[src/rtl/pidang_pkg.sv]
// ----------------------------------------------------------------------------
// PID angle controller package
// Widths, fixed-point constants, register indexes and state encoding shared
// by the controller, its serial multiplier, its channels and its checker.
// ----------------------------------------------------------------------------
package pidang_pkg;

  localparam int ANGLE_W         = 32;
  localparam int ANGLE_FRAC_BITS = 16;
  localparam int GAIN_W          = 16;
  localparam int GAIN_FRAC_BITS  = 12;
  localparam int STEP_TIME_FRAC  = 16;
  localparam int INTEG_W         = 48;
  localparam int TARGET_W        = 10;
  localparam int BTN_W           = 6;

  localparam int MC_W      = INTEG_W + 1;
  localparam int MUL_STEPS = GAIN_W;
  localparam int CNT_W     = $clog2(MUL_STEPS);
  localparam int PROD_W    = MC_W + 1 + MUL_STEPS;
  localparam int SHP_W     = PROD_W - GAIN_FRAC_BITS;
  localparam int TSH_W     = PROD_W - STEP_TIME_FRAC;
  localparam int SUM_W     = SHP_W + 2;

  localparam int CFG_IDX_W  = 3;
  localparam int CFG_DATA_W = 16;

  typedef enum logic [CFG_IDX_W-1:0] {
    CFG_RUN_ENABLE     = 3'd0,
    CFG_INITIAL_TARGET = 3'd1,
    CFG_GAIN_PROP      = 3'd2,
    CFG_GAIN_INTEG     = 3'd3,
    CFG_GAIN_DERIV     = 3'd4,
    CFG_STEP_TIME      = 3'd5,
    CFG_STEP_RATE      = 3'd6
  } cfg_idx_t;

  localparam logic [GAIN_W-1:0] GAIN_PROP_RST  = GAIN_W'(4915);
  localparam logic [GAIN_W-1:0] GAIN_INTEG_RST = GAIN_W'(819);
  localparam logic [GAIN_W-1:0] GAIN_DERIV_RST = GAIN_W'(246);
  localparam logic [GAIN_W-1:0] STEP_TIME_RST  = GAIN_W'(131);
  localparam logic [GAIN_W-1:0] STEP_RATE_RST  = GAIN_W'(500);

  localparam logic [BTN_W-1:0] BTN_UP   = BTN_W'(4);
  localparam logic [BTN_W-1:0] BTN_DOWN = BTN_W'(8);

  localparam int SETPOINT_STEP_DEG = 10;
  localparam logic signed [ANGLE_W-1:0] SETPOINT_STEP =
    ANGLE_W'(SETPOINT_STEP_DEG << ANGLE_FRAC_BITS);

  localparam logic signed [ANGLE_W-1:0] ANGLE_MAX = {1'b0, {(ANGLE_W-1){1'b1}}};
  localparam logic signed [ANGLE_W-1:0] ANGLE_MIN = {1'b1, {(ANGLE_W-1){1'b0}}};
  localparam logic signed [INTEG_W-1:0] INTEG_MAX = {1'b0, {(INTEG_W-1){1'b1}}};
  localparam logic signed [INTEG_W-1:0] INTEG_MIN = {1'b1, {(INTEG_W-1){1'b0}}};

  typedef enum logic [2:0] {
    S_IDLE,
    S_ERR,
    S_DIFF,
    S_MUL1,
    S_START2,
    S_MUL2,
    S_SUMD,
    S_OUT
  } state_t;

endpackage

[src/rtl/pidang_if.sv]
// ----------------------------------------------------------------------------
// PID angle controller channels
// Valid/ready channels for sample items and for result items.
// ----------------------------------------------------------------------------
interface pidang_in_if;
  logic                                        valid;
  logic                                        ready;
  logic                                        cmd;
  logic signed [pidang_pkg::ANGLE_W-1:0]       current_angle;
  logic        [pidang_pkg::BTN_W-1:0]         buttons;

  modport source (output valid, cmd, current_angle, buttons, input ready);
  modport sink   (input valid, cmd, current_angle, buttons, output ready);
endinterface

interface pidang_out_if;
  logic                                        valid;
  logic                                        ready;
  logic signed [pidang_pkg::ANGLE_W-1:0]       drive_angle;
  logic signed [pidang_pkg::ANGLE_W-1:0]       error_out;
  logic signed [pidang_pkg::ANGLE_W-1:0]       setpoint_out;
  logic                                        saturated;

  modport source (output valid, drive_angle, error_out, setpoint_out, saturated,
                  input ready);
  modport sink   (input valid, drive_angle, error_out, setpoint_out, saturated,
                  output ready);
endinterface

[src/rtl/pidang_serial_mul.sv]
// ----------------------------------------------------------------------------
// Serial multiplier
// Signed multiplicand times unsigned multiplier, one multiplier bit per cycle
// shifted out of a register while product bits shift in behind it.
// ----------------------------------------------------------------------------
module pidang_serial_mul (
  input  logic                                   clk,
  input  logic                                   rst_n,
  input  logic                                   start,
  input  logic signed [pidang_pkg::MC_W-1:0]     mcand,
  input  logic        [pidang_pkg::MUL_STEPS-1:0] mplier,
  output logic signed [pidang_pkg::PROD_W-1:0]   prod,
  output logic                                   done
);

  localparam int MC_W      = pidang_pkg::MC_W;
  localparam int MUL_STEPS = pidang_pkg::MUL_STEPS;
  localparam int CNT_W     = pidang_pkg::CNT_W;

  logic signed [MC_W-1:0]    mcand_r;
  logic signed [MC_W:0]      acc_r, acc_nxt, sum;
  logic        [MUL_STEPS-1:0] lo_r, lo_nxt;
  logic        [CNT_W-1:0]   cnt_r;
  logic                      busy_r;
  logic                      done_r;

  always_comb begin
    sum     = acc_r + (lo_r[0] ? (MC_W+1)'(mcand_r) : '0);
    acc_nxt = sum >>> 1;
    lo_nxt  = {sum[0], lo_r[MUL_STEPS-1:1]};
  end

  always_ff @(posedge clk) begin
    if (!rst_n) begin
      busy_r <= 1'b0;
      done_r <= 1'b0;
      cnt_r  <= '0;
    end else begin
      done_r <= 1'b0;
      if (start) begin
        busy_r <= 1'b1;
        cnt_r  <= '0;
      end else if (busy_r) begin
        cnt_r <= cnt_r + CNT_W'(1);
        if (cnt_r == CNT_W'(MUL_STEPS - 1)) begin
          busy_r <= 1'b0;
          done_r <= 1'b1;
        end
      end
    end
  end

  always_ff @(posedge clk) begin
    if (start) begin
      mcand_r <= mcand;
      acc_r   <= '0;
      lo_r    <= mplier;
    end else if (busy_r) begin
      acc_r <= acc_nxt;
      lo_r  <= lo_nxt;
    end
  end

  assign prod = $signed({acc_r, lo_r});
  assign done = done_r;

endmodule

[src/rtl/pid_angle_controller.sv]
// ----------------------------------------------------------------------------
// PID angle controller
// Fixed-point PID step on a measured angle with a button-adjusted setpoint.
// ----------------------------------------------------------------------------
// Sample items arrive on in_ch and results leave on out_ch, both valid/ready;
// a transfer happens on a clock edge with valid and ready high. Registers are
// written through cfg_we, cfg_index and cfg_wdata, one per edge.
// A clear item or a sample item with run mode off is absorbed in idle and
// gives no result. A sample item in run mode takes the block through the
// error step, a start step, a round of three bit-serial multipliers, a second
// start step, a round of two, a sum and saturation step and the output step;
// the next item is taken only once the block is back in idle.
// The result sits in an output register; if the receiver stalls, the next
// finished result waits in the output step and the block holds in_ch.ready
// low until the output register is free.
// Reset is synchronous: it clears the state, the output valid, the setpoint,
// the last error and the integrator, and loads the register defaults.
// ----------------------------------------------------------------------------
module pid_angle_controller (
  input  logic                                  clk,
  input  logic                                  rst_n,
  pidang_in_if.sink                             in_ch,
  pidang_out_if.source                          out_ch,
  input  logic                                  cfg_we,
  input  logic [pidang_pkg::CFG_IDX_W-1:0]      cfg_index,
  input  logic [pidang_pkg::CFG_DATA_W-1:0]     cfg_wdata
);

  localparam int ANGLE_W   = pidang_pkg::ANGLE_W;
  localparam int INTEG_W   = pidang_pkg::INTEG_W;
  localparam int GAIN_W    = pidang_pkg::GAIN_W;
  localparam int MC_W      = pidang_pkg::MC_W;
  localparam int PROD_W    = pidang_pkg::PROD_W;
  localparam int SHP_W     = pidang_pkg::SHP_W;
  localparam int TSH_W     = pidang_pkg::TSH_W;
  localparam int SUM_W     = pidang_pkg::SUM_W;
  localparam int IS_W      = TSH_W + 1;
  localparam int GFB       = pidang_pkg::GAIN_FRAC_BITS;
  localparam int STF       = pidang_pkg::STEP_TIME_FRAC;

  pidang_pkg::state_t state_r, state_nxt;

  logic                                  run_enable_r;
  logic [pidang_pkg::TARGET_W-1:0]       initial_target_r;
  logic [GAIN_W-1:0]                     gain_prop_r, gain_integ_r, gain_deriv_r;
  logic [GAIN_W-1:0]                     step_time_r, step_rate_r;

  logic signed [ANGLE_W-1:0]             setpoint_r, last_error_r;
  logic signed [INTEG_W-1:0]             integ_r;

  logic signed [ANGLE_W-1:0]             angle_r, err_r, drive_r;
  logic [pidang_pkg::BTN_W-1:0]          btn_r;
  logic signed [INTEG_W-1:0]             integ_new_r, dr_r;
  logic signed [SUM_W-1:0]               sum_r;
  logic                                  flag_r;

  logic                                  out_valid_r;
  logic signed [ANGLE_W-1:0]             out_drive_r, out_err_r, out_sp_r;
  logic                                  out_sat_r;

  logic                                  in_ready;
  logic                                  mul_start;
  logic                                  phase2;
  logic                                  out_load;
  logic                                  accept;

  logic signed [MC_W-1:0]                mc0, mc1, mc2;
  logic [GAIN_W-1:0]                     mp0, mp1;
  logic signed [PROD_W-1:0]              prod0, prod1, prod2;
  logic                                  done0, done1, done2;

  logic signed [ANGLE_W:0]               err_diff, diff;
  logic                                  err_ovf;
  logic signed [ANGLE_W-1:0]             err_nxt;
  logic signed [TSH_W-1:0]               t_val;
  logic signed [IS_W-1:0]                integ_sum;
  logic                                  integ_ovf;
  logic signed [INTEG_W-1:0]             integ_nxt;
  logic                                  dr_ovf;
  logic signed [INTEG_W-1:0]             dr_nxt;
  logic signed [SHP_W-1:0]               term0, term1;
  logic signed [SUM_W-1:0]               sum_p, sum_i, sum_d;
  logic                                  drive_ovf;
  logic signed [ANGLE_W-1:0]             drive_nxt;
  logic                                  sp_move;
  logic signed [ANGLE_W:0]               sp_sum;
  logic                                  sp_ovf;
  logic signed [ANGLE_W-1:0]             setpoint_nxt;

  assign accept = in_ch.valid && in_ready;

  always_ff @(posedge clk) begin
    if (!rst_n) begin
      state_r <= pidang_pkg::S_IDLE;
    end else begin
      state_r <= state_nxt;
    end
  end

  always_comb begin
    state_nxt = state_r;
    in_ready  = 1'b0;
    mul_start = 1'b0;
    phase2    = 1'b0;
    out_load  = 1'b0;
    unique case (state_r)
      pidang_pkg::S_IDLE: begin
        in_ready = 1'b1;
        if (in_ch.valid && !in_ch.cmd && run_enable_r) begin
          state_nxt = pidang_pkg::S_ERR;
        end
      end
      pidang_pkg::S_ERR: begin
        state_nxt = pidang_pkg::S_DIFF;
      end
      pidang_pkg::S_DIFF: begin
        mul_start = 1'b1;
        state_nxt = pidang_pkg::S_MUL1;
      end
      pidang_pkg::S_MUL1: begin
        if (done0 && done1 && done2) begin
          state_nxt = pidang_pkg::S_START2;
        end
      end
      pidang_pkg::S_START2: begin
        mul_start = 1'b1;
        phase2    = 1'b1;
        state_nxt = pidang_pkg::S_MUL2;
      end
      pidang_pkg::S_MUL2: begin
        if (done0 && done1) begin
          state_nxt = pidang_pkg::S_SUMD;
        end
      end
      pidang_pkg::S_SUMD: begin
        state_nxt = pidang_pkg::S_OUT;
      end
      pidang_pkg::S_OUT: begin
        if (!out_valid_r || out_ch.ready) begin
          out_load  = 1'b1;
          state_nxt = pidang_pkg::S_IDLE;
        end
      end
      default: begin
        state_nxt = pidang_pkg::S_IDLE;
      end
    endcase
  end

  always_ff @(posedge clk) begin
    if (!rst_n) begin
      run_enable_r     <= 1'b0;
      initial_target_r <= '0;
      gain_prop_r      <= pidang_pkg::GAIN_PROP_RST;
      gain_integ_r     <= pidang_pkg::GAIN_INTEG_RST;
      gain_deriv_r     <= pidang_pkg::GAIN_DERIV_RST;
      step_time_r      <= pidang_pkg::STEP_TIME_RST;
      step_rate_r      <= pidang_pkg::STEP_RATE_RST;
    end else if (cfg_we) begin
      unique case (cfg_index)
        pidang_pkg::CFG_RUN_ENABLE:     run_enable_r     <= cfg_wdata[0];
        pidang_pkg::CFG_INITIAL_TARGET: initial_target_r <= cfg_wdata[pidang_pkg::TARGET_W-1:0];
        pidang_pkg::CFG_GAIN_PROP:      gain_prop_r      <= cfg_wdata[GAIN_W-1:0];
        pidang_pkg::CFG_GAIN_INTEG:     gain_integ_r     <= cfg_wdata[GAIN_W-1:0];
        pidang_pkg::CFG_GAIN_DERIV:     gain_deriv_r     <= cfg_wdata[GAIN_W-1:0];
        pidang_pkg::CFG_STEP_TIME:      step_time_r      <= cfg_wdata[GAIN_W-1:0];
        pidang_pkg::CFG_STEP_RATE:      step_rate_r      <= cfg_wdata[GAIN_W-1:0];
        default: begin
        end
      endcase
    end
  end

  always_comb begin
    diff = (ANGLE_W+1)'(err_r) - (ANGLE_W+1)'(last_error_r);
    if (phase2) begin
      mc0 = MC_W'(integ_new_r);
      mp0 = gain_integ_r;
      mc1 = MC_W'(dr_r);
      mp1 = gain_deriv_r;
    end else begin
      mc0 = MC_W'(err_r);
      mp0 = gain_prop_r;
      mc1 = MC_W'(err_r);
      mp1 = step_time_r;
    end
    mc2 = MC_W'(diff);
  end

  pidang_serial_mul u_mul0 (
    .clk    (clk),
    .rst_n  (rst_n),
    .start  (mul_start),
    .mcand  (mc0),
    .mplier (mp0),
    .prod   (prod0),
    .done   (done0)
  );

  pidang_serial_mul u_mul1 (
    .clk    (clk),
    .rst_n  (rst_n),
    .start  (mul_start),
    .mcand  (mc1),
    .mplier (mp1),
    .prod   (prod1),
    .done   (done1)
  );

  pidang_serial_mul u_mul2 (
    .clk    (clk),
    .rst_n  (rst_n),
    .start  (mul_start && !phase2),
    .mcand  (mc2),
    .mplier (step_rate_r),
    .prod   (prod2),
    .done   (done2)
  );

  always_comb begin
    err_diff = (ANGLE_W+1)'(setpoint_r) - (ANGLE_W+1)'(angle_r);
    err_ovf  = err_diff[ANGLE_W] != err_diff[ANGLE_W-1];
    if (err_ovf) begin
      err_nxt = err_diff[ANGLE_W] ? pidang_pkg::ANGLE_MIN : pidang_pkg::ANGLE_MAX;
    end else begin
      err_nxt = err_diff[ANGLE_W-1:0];
    end

    t_val     = $signed(prod1[PROD_W-1:STF]);
    integ_sum = IS_W'(integ_r) + IS_W'(t_val);
    integ_ovf = !((&integ_sum[IS_W-1:INTEG_W-1]) || !(|integ_sum[IS_W-1:INTEG_W-1]));
    if (integ_ovf) begin
      integ_nxt = integ_sum[IS_W-1] ? pidang_pkg::INTEG_MIN : pidang_pkg::INTEG_MAX;
    end else begin
      integ_nxt = integ_sum[INTEG_W-1:0];
    end

    dr_ovf = !((&prod2[PROD_W-1:INTEG_W-1]) || !(|prod2[PROD_W-1:INTEG_W-1]));
    if (dr_ovf) begin
      dr_nxt = prod2[PROD_W-1] ? pidang_pkg::INTEG_MIN : pidang_pkg::INTEG_MAX;
    end else begin
      dr_nxt = prod2[INTEG_W-1:0];
    end

    term0 = $signed(prod0[PROD_W-1:GFB]);
    term1 = $signed(prod1[PROD_W-1:GFB]);
    sum_p = SUM_W'(angle_r) + SUM_W'(term0);
    sum_i = sum_r + SUM_W'(term0);
    sum_d = sum_r + SUM_W'(term1);

    drive_ovf = !((&sum_d[SUM_W-1:ANGLE_W-1]) || !(|sum_d[SUM_W-1:ANGLE_W-1]));
    if (drive_ovf) begin
      drive_nxt = sum_d[SUM_W-1] ? pidang_pkg::ANGLE_MIN : pidang_pkg::ANGLE_MAX;
    end else begin
      drive_nxt = sum_d[ANGLE_W-1:0];
    end

    sp_move = (btn_r == pidang_pkg::BTN_UP) || (btn_r == pidang_pkg::BTN_DOWN);
    if (btn_r == pidang_pkg::BTN_DOWN) begin
      sp_sum = (ANGLE_W+1)'(setpoint_r) - (ANGLE_W+1)'(pidang_pkg::SETPOINT_STEP);
    end else begin
      sp_sum = (ANGLE_W+1)'(setpoint_r) + (ANGLE_W+1)'(pidang_pkg::SETPOINT_STEP);
    end
    sp_ovf = sp_sum[ANGLE_W] != sp_sum[ANGLE_W-1];
    if (!sp_move) begin
      setpoint_nxt = setpoint_r;
    end else if (sp_ovf) begin
      setpoint_nxt = sp_sum[ANGLE_W] ? pidang_pkg::ANGLE_MIN : pidang_pkg::ANGLE_MAX;
    end else begin
      setpoint_nxt = sp_sum[ANGLE_W-1:0];
    end
  end

  always_ff @(posedge clk) begin
    if (!rst_n) begin
      setpoint_r   <= '0;
      last_error_r <= '0;
      integ_r      <= '0;
    end else if (accept && in_ch.cmd) begin
      setpoint_r   <= ANGLE_W'({initial_target_r, {pidang_pkg::ANGLE_FRAC_BITS{1'b0}}});
      last_error_r <= '0;
      integ_r      <= '0;
    end else if (state_r == pidang_pkg::S_SUMD) begin
      setpoint_r   <= setpoint_nxt;
      last_error_r <= err_r;
      integ_r      <= integ_new_r;
    end
  end

  always_ff @(posedge clk) begin
    if (accept) begin
      angle_r <= in_ch.current_angle;
      btn_r   <= in_ch.buttons;
      flag_r  <= 1'b0;
    end
    if (state_r == pidang_pkg::S_ERR) begin
      err_r  <= err_nxt;
      flag_r <= err_ovf;
    end
    if (state_r == pidang_pkg::S_MUL1 && done0) begin
      integ_new_r <= integ_nxt;
      dr_r        <= dr_nxt;
      sum_r       <= sum_p;
      flag_r      <= flag_r || integ_ovf || dr_ovf;
    end
    if (state_r == pidang_pkg::S_MUL2 && done0) begin
      sum_r <= sum_i;
    end
    if (state_r == pidang_pkg::S_SUMD) begin
      drive_r <= drive_nxt;
      flag_r  <= flag_r || drive_ovf || (sp_move && sp_ovf);
    end
  end

  always_ff @(posedge clk) begin
    if (!rst_n) begin
      out_valid_r <= 1'b0;
    end else if (out_load) begin
      out_valid_r <= 1'b1;
    end else if (out_ch.ready) begin
      out_valid_r <= 1'b0;
    end
  end

  always_ff @(posedge clk) begin
    if (out_load) begin
      out_drive_r <= drive_r;
      out_err_r   <= err_r;
      out_sp_r    <= setpoint_r;
      out_sat_r   <= flag_r;
    end
  end

  assign in_ch.ready         = in_ready;
  assign out_ch.valid        = out_valid_r;
  assign out_ch.drive_angle  = out_drive_r;
  assign out_ch.error_out    = out_err_r;
  assign out_ch.setpoint_out = out_sp_r;
  assign out_ch.saturated    = out_sat_r;

endmodule

[src/flat_wrapper.sv]
// flat-port wrapper written by rule: the top's interface ports become plain ports
module pid_angle_controller_flat 
  (clk, rst_n, cfg_we, cfg_index, cfg_wdata, in_ch_valid, in_ch_cmd, in_ch_current_angle, in_ch_buttons, in_ch_ready, out_ch_valid, out_ch_drive_angle, out_ch_error_out, out_ch_setpoint_out, out_ch_saturated, out_ch_ready);
  pidang_in_if in_ch_i ();
  pidang_out_if out_ch_i ();
  input  logic clk;
  input  logic rst_n;
  input  logic cfg_we;
  input  logic [pidang_pkg::CFG_IDX_W-1:0] cfg_index;
  input  logic [pidang_pkg::CFG_DATA_W-1:0] cfg_wdata;
  input wire logic [$bits(in_ch_i.valid)-1:0] in_ch_valid;
  input wire logic [$bits(in_ch_i.cmd)-1:0] in_ch_cmd;
  input wire logic [$bits(in_ch_i.current_angle)-1:0] in_ch_current_angle;
  input wire logic [$bits(in_ch_i.buttons)-1:0] in_ch_buttons;
  output wire logic [$bits(in_ch_i.ready)-1:0] in_ch_ready;
  output wire logic [$bits(out_ch_i.valid)-1:0] out_ch_valid;
  output wire logic [$bits(out_ch_i.drive_angle)-1:0] out_ch_drive_angle;
  output wire logic [$bits(out_ch_i.error_out)-1:0] out_ch_error_out;
  output wire logic [$bits(out_ch_i.setpoint_out)-1:0] out_ch_setpoint_out;
  output wire logic [$bits(out_ch_i.saturated)-1:0] out_ch_saturated;
  input wire logic [$bits(out_ch_i.ready)-1:0] out_ch_ready;
  assign in_ch_i.valid = in_ch_valid;
  assign in_ch_i.cmd = in_ch_cmd;
  assign in_ch_i.current_angle = in_ch_current_angle;
  assign in_ch_i.buttons = in_ch_buttons;
  assign in_ch_ready = in_ch_i.ready;
  assign out_ch_valid = out_ch_i.valid;
  assign out_ch_drive_angle = out_ch_i.drive_angle;
  assign out_ch_error_out = out_ch_i.error_out;
  assign out_ch_setpoint_out = out_ch_i.setpoint_out;
  assign out_ch_saturated = out_ch_i.saturated;
  assign out_ch_i.ready = out_ch_ready;
  pid_angle_controller u_core (.clk(clk), .rst_n(rst_n), .in_ch(in_ch_i), .out_ch(out_ch_i), .cfg_we(cfg_we), .cfg_index(cfg_index), .cfg_wdata(cfg_wdata));
endmodule
[config.mk]
export PLATFORM = sky130hd
export DESIGN_NAME = pid_angle_controller_flat
export DESIGN_NICKNAME = d
export VERILOG_FILES = /design/src/rtl/pidang_pkg.sv /design/src/rtl/pidang_if.sv /design/src/rtl/pidang_serial_mul.sv /design/src/rtl/pid_angle_controller.sv /design/src/flat_wrapper.sv
export SDC_FILE = /design/constraint.sdc
export NUM_CORES = 2
export LEC_CHECK = 0
export BUFFER_PORTS_ARGS = -buffer_cell sky130_fd_sc_hd__buf_2
export CAP_MARGIN = 40
export CELL_PAD_IN_SITES_DETAIL_PLACEMENT = 1
export CELL_PAD_IN_SITES_GLOBAL_PLACEMENT = 2
export CORE_ASPECT_RATIO = 0.7
export CORE_MARGIN = 2
export CORE_UTILIZATION = 23
export CTS_CLUSTER_DIAMETER = 80
export DETAILED_ROUTE_END_ITERATION = 10
export MAX_ROUTING_LAYER = met4
export PLACE_DENSITY = 0.54
export SLEW_MARGIN = 15
export SYNTH_ARGS = -nofsm -noshare
export SYNTH_HDL_FRONTEND = slang
export SYNTH_SLANG_ARGS = --single-unit
[constraint.sdc]
create_clock -name clk -period 7 [get_ports clk]
set_input_delay 0.7 -clock clk [delete_from_list [all_inputs] [get_ports clk]]
set_output_delay 0.7 -clock clk [all_outputs]
set_load 0.02 [all_outputs]
# == Yosys cells after proc, flatten, opt, wreduce, memory -nomap -nowiden ==
# Index checks and enable logic that the tools add are counted.
# op_classes
add_sub_neg,14
mul,0
n_lt_le_gt_ge,0
reduce_logical,61
mux,57
n_div,0
shifts,0
n_eq_ne,24
bitwise,4
# ops
cell,count
32-bit 2-to-1 mux,6
48-bit 2-to-1 mux,4
50-bit adder,3
50-bit 2-to-1 mux,3
16-bit 2-to-1 mux,8
56-bit by 53-bit adder with 56-bit output,2
56-bit 2-to-1 mux,2
49-bit 2-to-1 mux,2
26-bit 2-to-1 mux,3
32-bit by 32-bit subtractor with 33-bit output,2
32-bit by 53-bit adder with 54-bit output,1
48-bit by 49-bit adder with 50-bit output,1
"32-bit by 21-bit adder with 33-bit output, second input constant",1
33-bit 2-to-1 mux,1
"32-bit by 21-bit subtractor with 33-bit output, second input constant",1
25-bit AND reduction,1
25-bit OR reduction,1
3-bit case mux with 8 select lines,1
1-bit 2-to-1 mux,23
"3-bit == test, second input constant",7
19-bit AND reduction,1
19-bit OR reduction,1
2-bit AND reduction,9
2-bit nonzero test,7
19 further kinds,69
# word_totals
mem_count,0
rom_bits,0
elab_cells,203
regBits,903
mem_bits_rw,0
latch_bits,0

# == Depth between registers and ports, before layout ==
# depth
word_depth,9
ltp_mapped,24

# == Modules after synthesis ==
# A second synthesis with hierarchy kept.
# hier_totals
cells_unflattened,6232
hier_area_um2,57323.7
# by_module_without_submodules
module,seq_area_each_um2,cells_each,instances,area_each_um2
pid_angle_controller,13963.4,4074,1,35980.8
pidang_serial_mul at u_core.u_mul0 ...,3052.9,717,2,7145.6
pidang_serial_mul at u_core.u_mul2,3052.9,724,1,7051.8

# == Least setup slack after synthesis ==
# OpenSTA, ideal clock, no wires.
# synth_timing
path_type,reg2reg
start,reg u_core.state_r[1]
end,"reg u_core.u_mul0.mcand_r[0], enable pin"
slack_ns,2.012
arrival_time_ns,4.490
stages_incl_launch_ff,10
required_ns,6.502
period_less_slack_ns,4.988
path_cell_list,dfxtp_1 -> clkbuf_1 -> inv_1 -> or3_1 -> clkbuf_1 -> clkinv_1 -> nor2_1 -> inv_1 -> clkbuf_1 -> clkbuf_1
# synth_via
elab_chain_cells,3
word_cells_on_any_way,4
cone_classes,2 x eq/ne; 1 x mux; 1 x reduce/logical
# synth_lines
element,line_no,text
"start, declared",pid_angle_controller.sv:41,"pidang_pkg::state_t state_r, state_nxt;"
"start signal, assigned",pid_angle_controller.sv:94,state_r <= pidang_pkg::S_IDLE;
"start signal, assigned",pid_angle_controller.sv:96,state_r <= state_nxt;
3-bit by 2-bit == test with 1-bit output / 3-bit == test (equally long branches),pid_angle_controller.sv:106,unique case (state_r)
2-bit OR reduction (no line) *,-,
1-bit 2-to-1 mux *,pid_angle_controller.sv:106,
"end signal, assigned",pidang_serial_mul.sv:55,mcand_r <= mcand;
"end, declared",pidang_serial_mul.sv:20,logic signed [MC_W-1:0] mcand_r;
# Every way passes the cells marked *; elsewhere a longest branch is shown, timed or not.
# A chain may end at the register's enable or synchronous reset.

# == Final worst setup path ==
# layout_timing
start,reg u_core.u_mul1.acc_r[0]
end,"reg u_core.integ_new_r[8], data pin"
# layout_via
elab_chain_cells,5
word_cells_on_any_way,7
cone_classes,1 x add/sub; 2 x mux; 4 x reduce/logical
# layout_lines
element,line_no,text
"start, declared",pidang_serial_mul.sv:21,"logic signed [MC_W:0] acc_r, acc_nxt, sum;"
"start signal, assigned",pidang_serial_mul.sv:59,acc_r <= acc_nxt;
48-bit by 49-bit adder with 50-bit output *,pid_angle_controller.sv:230,integ_sum = IS_W'(integ_r) + IS_W'(t_val);
4-bit OR reduction,pid_angle_controller.sv:231,integ_ovf = !((&integ_sum[IS_W-1:INTEG_W-1]) || !(|integ_sum[IS_W-1:INTEG_W-1]));
1-bit zero test,pid_angle_controller.sv:231,
1-bit logical OR,pid_angle_controller.sv:231,
48-bit 2-to-1 mux *,pid_angle_controller.sv:232,if (integ_ovf) begin
named net u_core.integ_nxt[8],pid_angle_controller.sv:78,logic signed [INTEG_W-1:0] integ_nxt;
"end signal, assigned",pid_angle_controller.sv:301,integ_new_r <= integ_nxt;
"end, declared",pid_angle_controller.sv:53,"logic signed [INTEG_W-1:0] integ_new_r, dr_r;"
# Mark *: on every way through the listed nets, which the timed path passes. The rest lies on a longest branch.

==> impl_metrics.py <==
metrics = {
    "layout": {
        "fill_cells": 27500,
        "mostFrequentLayoutCell": "nand2_1",
        "multiInputGateArea_mm2": 0.0307,
        "num-nets-final": 6616,
        "syn_to_final_growth_pct": 14.9,
        "layout_common_cells": "nand2_1, edfxtp_1, a21oi_1",
        "layout-drive-gt1-share": 0.0766,
        "register_area_mm2": 0.0226,
    },
    "placed_design": {
        "dpl.hpwl_um": 182000,
        "place_ws_ps": 1320,
        "globalplace.congestion": 0.890,
        "portBuffers": 161,
    },
    "power": {
        "total_leakage_power_nw": 25.6,
        "ir_worst_vdd_mv": 0.180,
        "power.density_mw_per_mm2": 409,
    },
    "clock_tree": {
        "ctsHoldBuffers": 0,
        "htree_levels": 3,
        "cts_sinks": 871,
        "cts_tree": "yes",
        "clockBufferDepth": 3,
        "cts_root_buffer": "clkbuf_16",
        "clk_pin_slew_ps": 70,
        "clock_latency_ps": 750,
        "cts_resized": 0,
        "cts_made_buffers": 103,
        "cts_setup_buffers": 0,
    },
    "worst_setup_path": {
        "crit_path_start_kind": "flop",
        "slowest_delay_ps": 610,
        "worst-path-max-fanout": 32,
        "reg2reg_depth": 15,
        "crit_family": "compound AO/OA/AOI/OAI gates",
        "r2r_setup_slack_ps": 1200,
        "path_cells": "ha_1, fa_1, a211oi_1, o21ai_0, a211oi_1, o31ai_2, nor3_1, o311a_1, o21ai_1, o311ai_1, o31ai_2, xor2_1, o21ai_2, buf_4, o21ai_0",
        "endpoint_kind": "flop",
        "crit_slowest_cell": "o21ai_2",
        "crit_buf_inv": 1,
        "worstSetupPathType": "reg2reg",
        "r2r-start": "u_core.u_mul1.acc_r[0]$_SDFFE_PN0P_",
        "crit_required_ps": 7440,
        "crit_arrival_ps": 6240,
        "r2r_end": "u_core.integ_new_r[8]$_DFFE_PP_",
    },
    "min_path": {
        "holdPathEnd": "u_core.angle_r[17]$_DFFE_PP_",
        "hp-start": "in_ch_current_angle[17]",
        "worst_hold_path_type": "in2reg",
        "hold_depth": 1,
    },
    "yosys": {
        "synth-edff-count": 514,
        "ys_seq_area_frac": 0.411,
        "synth_warnings": 0,
        "synth_seq_cells": 871,
        "async_flop_share": 0,
        "syn_inst": 6015,
        "avgSynthCellArea_um2": 9.13,
        "syn-cell-area_mm2": 0.0549,
        "synth_ff_type": "edfxtp_1",
        "synth_fp_nets": 6529,
        "synthDistinctLibCells": 92,
    },
    "timing": {
        "drv_slew": 0,
        "hold_viol_final": 0,
        "finClkSkew_ps": 50.9,
        "slew_headroom": 0.402,
        "worst_pin_slew_ps": 890,
        "fin_ws_ps": 1200,
        "rsz0062_at_grt": "no",
        "period_needed_ps": 5800,
        "fin_setup_tns_ps": 0,
        "fin_crit_sh": 0.829,
        "max_freq_mhz": 172,
        "finalSetupViolCount": 0,
    },
    "grt": {
        "overflow": 0,
        "track_usage": 0.192,
        "antenna_found_initial": 17,
        "grt_pass1_wl_um": 332000,
        "grt_start_max_net_pins": 111,
        "grt_pass1_vias": 45600,
    },
    "floorplanning": {
        "core_mm2": 0.238,
        "num_rows": 150,
        "die_h_um": 413,
        "ios": 162,
        "fp.dieW_um": 588,
        "initial_utilization": 0.231,
        "die_area_mm2": 0.243,
    },
    "routing": {
        "ant_nets": 0,
        "routed_wl_um": 231000,
        "drtPass1Iterations": 5,
        "vias": 46000,
        "wl_per_cell_um": 24.6,
        "vias_per_cell": 4.90,
        "drtIter0Drc": 3585,
        "drc_errors": 0,
    },
    "run_status": {
        "status": "complete, no violations",
    },
    "job": {
        "maxCapViolCount": 0,
    },
}
[area by class of cell]
cell class,instances,area share
clock buffer,127,0.0444
multi-input combinational,4686,0.486
antenna,5,0.000198
sequential,871,0.358
timing repair buffer,252,0.0281
inverter,188,0.0114
clock inverter,64,0.00927
tap,3192,0.0633
[state kept, by name (all words and copies together) (netlist names), 33 cells and up, named ones only]
| signal | cells |
|---|---|
| u_core.sum_r | 56 |
| u_core.u_mul0.acc_r | 49 |
| u_core.u_mul1.acc_r | 49 |
| u_core.u_mul2.acc_r | 49 |
| u_core.dr_r | 48 |
| u_core.integ_new_r | 48 |
| u_core.integ_r | 48 |
| u_core.u_mul0.mcand_r | 48 |
| u_core.u_mul1.mcand_r | 48 |
| u_core.u_mul2.mcand_r | 33 |
[worst max-delay path by stage]
stage | endpoint | startpoint | cells past startpoint
floorplan | u_core.u_mul0.mcand_r[0]$_DFFE_PN_ | u_core.state_r[1]$_SDFFE_PN0P_ | 9
global placement | u_core.flag_r$_DFFE_PP_ | flop | 17
detailed placement | u_core.integ_new_r[8]$_DFFE_PP_ | u_core.u_mul1.acc_r[0]$_SDFFE_PN0P_ | 15
CTS | u_core.integ_new_r[8]$_DFFE_PP_ | u_core.u_mul1.acc_r[0]$_SDFFE_PN0P_ | 15
global route | u_core.integ_new_r[8]$_DFFE_PP_ | u_core.u_mul1.acc_r[0]$_SDFFE_PN0P_ | 15
finish | u_core.integ_new_r[8]$_DFFE_PP_ | u_core.u_mul1.acc_r[0]$_SDFFE_PN0P_ | 15
[cells in the mapped netlist (64+ instances only)]
| master | instances | area, um^2 |
|---|---|---|
| nand2_1 | 901 | 3380 |
| edfxtp_1 | 514 | 15400 |
| a21oi_1 | 494 | 2470 |
| ha_1 | 441 | 5520 |
| nor2_1 | 364 | 1370 |
| o21ai_0 | 361 | 1810 |
| dfxtp_1 | 357 | 7150 |
| a21o_1 | 333 | 2500 |
| clkbuf_1 | 233 | 875 |
| xnor2_1 | 228 | 2000 |
| inv_1 | 187 | 702 |
| xor2_1 | 169 | 1480 |
| and2_1 | 153 | 957 |
| nand3_1 | 114 | 571 |
| mux2i_1 | 98 | 981 |
| a21boi_0 | 83 | 623 |
| nand4_1 | 82 | 513 |
| nand2b_1 | 76 | 475 |
| nor2b_1 | 76 | 475 |
| nor3_1 | 67 | 335 |
| o21bai_1 | 64 | 480 |
[per-stage QoR]
| step | total power [mW] | instance area [um^2] | cells | util | hold WS [ps] |
|---|---|---|---|---|---|
| finish | 25.8 | 63100 | 9385 | 0.265 | 125 |
| global route | 27.6 | 63100 | 9383 | 0.265 | 82.4 |
| CTS | 25.9 | 63000 | 9375 | 0.265 | 54.3 |
| detailed placement | 20.2 | 59600 | 9184 | 0.250 | 407 |
| global placement | 20.0 | 59300 | 9165 | 0.249 | 407 |
| floorplan | 15.6 | 54900 | 6015 | - | 400 |
[where the power goes]
| part | switching [mW] | total (mW) | internal, mW |
|---|---|---|---|
| combinational | 7.77 | 12.3 | 4.49 |
| sequential | 1.22 | 7.96 | 6.74 |
| clock | 2.45 | 5.59 | 3.14 |
| total | 11.4 | 25.8 | 14.4 |
[kinds of logic after synthesis]
family	Yosys count	synth area share
flops	871	0.411
fa+ha+maj	457	0.105
buf+inv	458	0.0325
compound gates	1768	0.206
simple gates	1965	0.164
xor+xnor	397	0.0633
mux	99	0.0181
[routing by layer]
layer	routed length [um]	global-route usage
met4	3930	0.0355
met2	84000	0.240
met3	12400	0.0322
met5	0	-
met1	130000	0.308
Power figures use the tool's default switching activity.
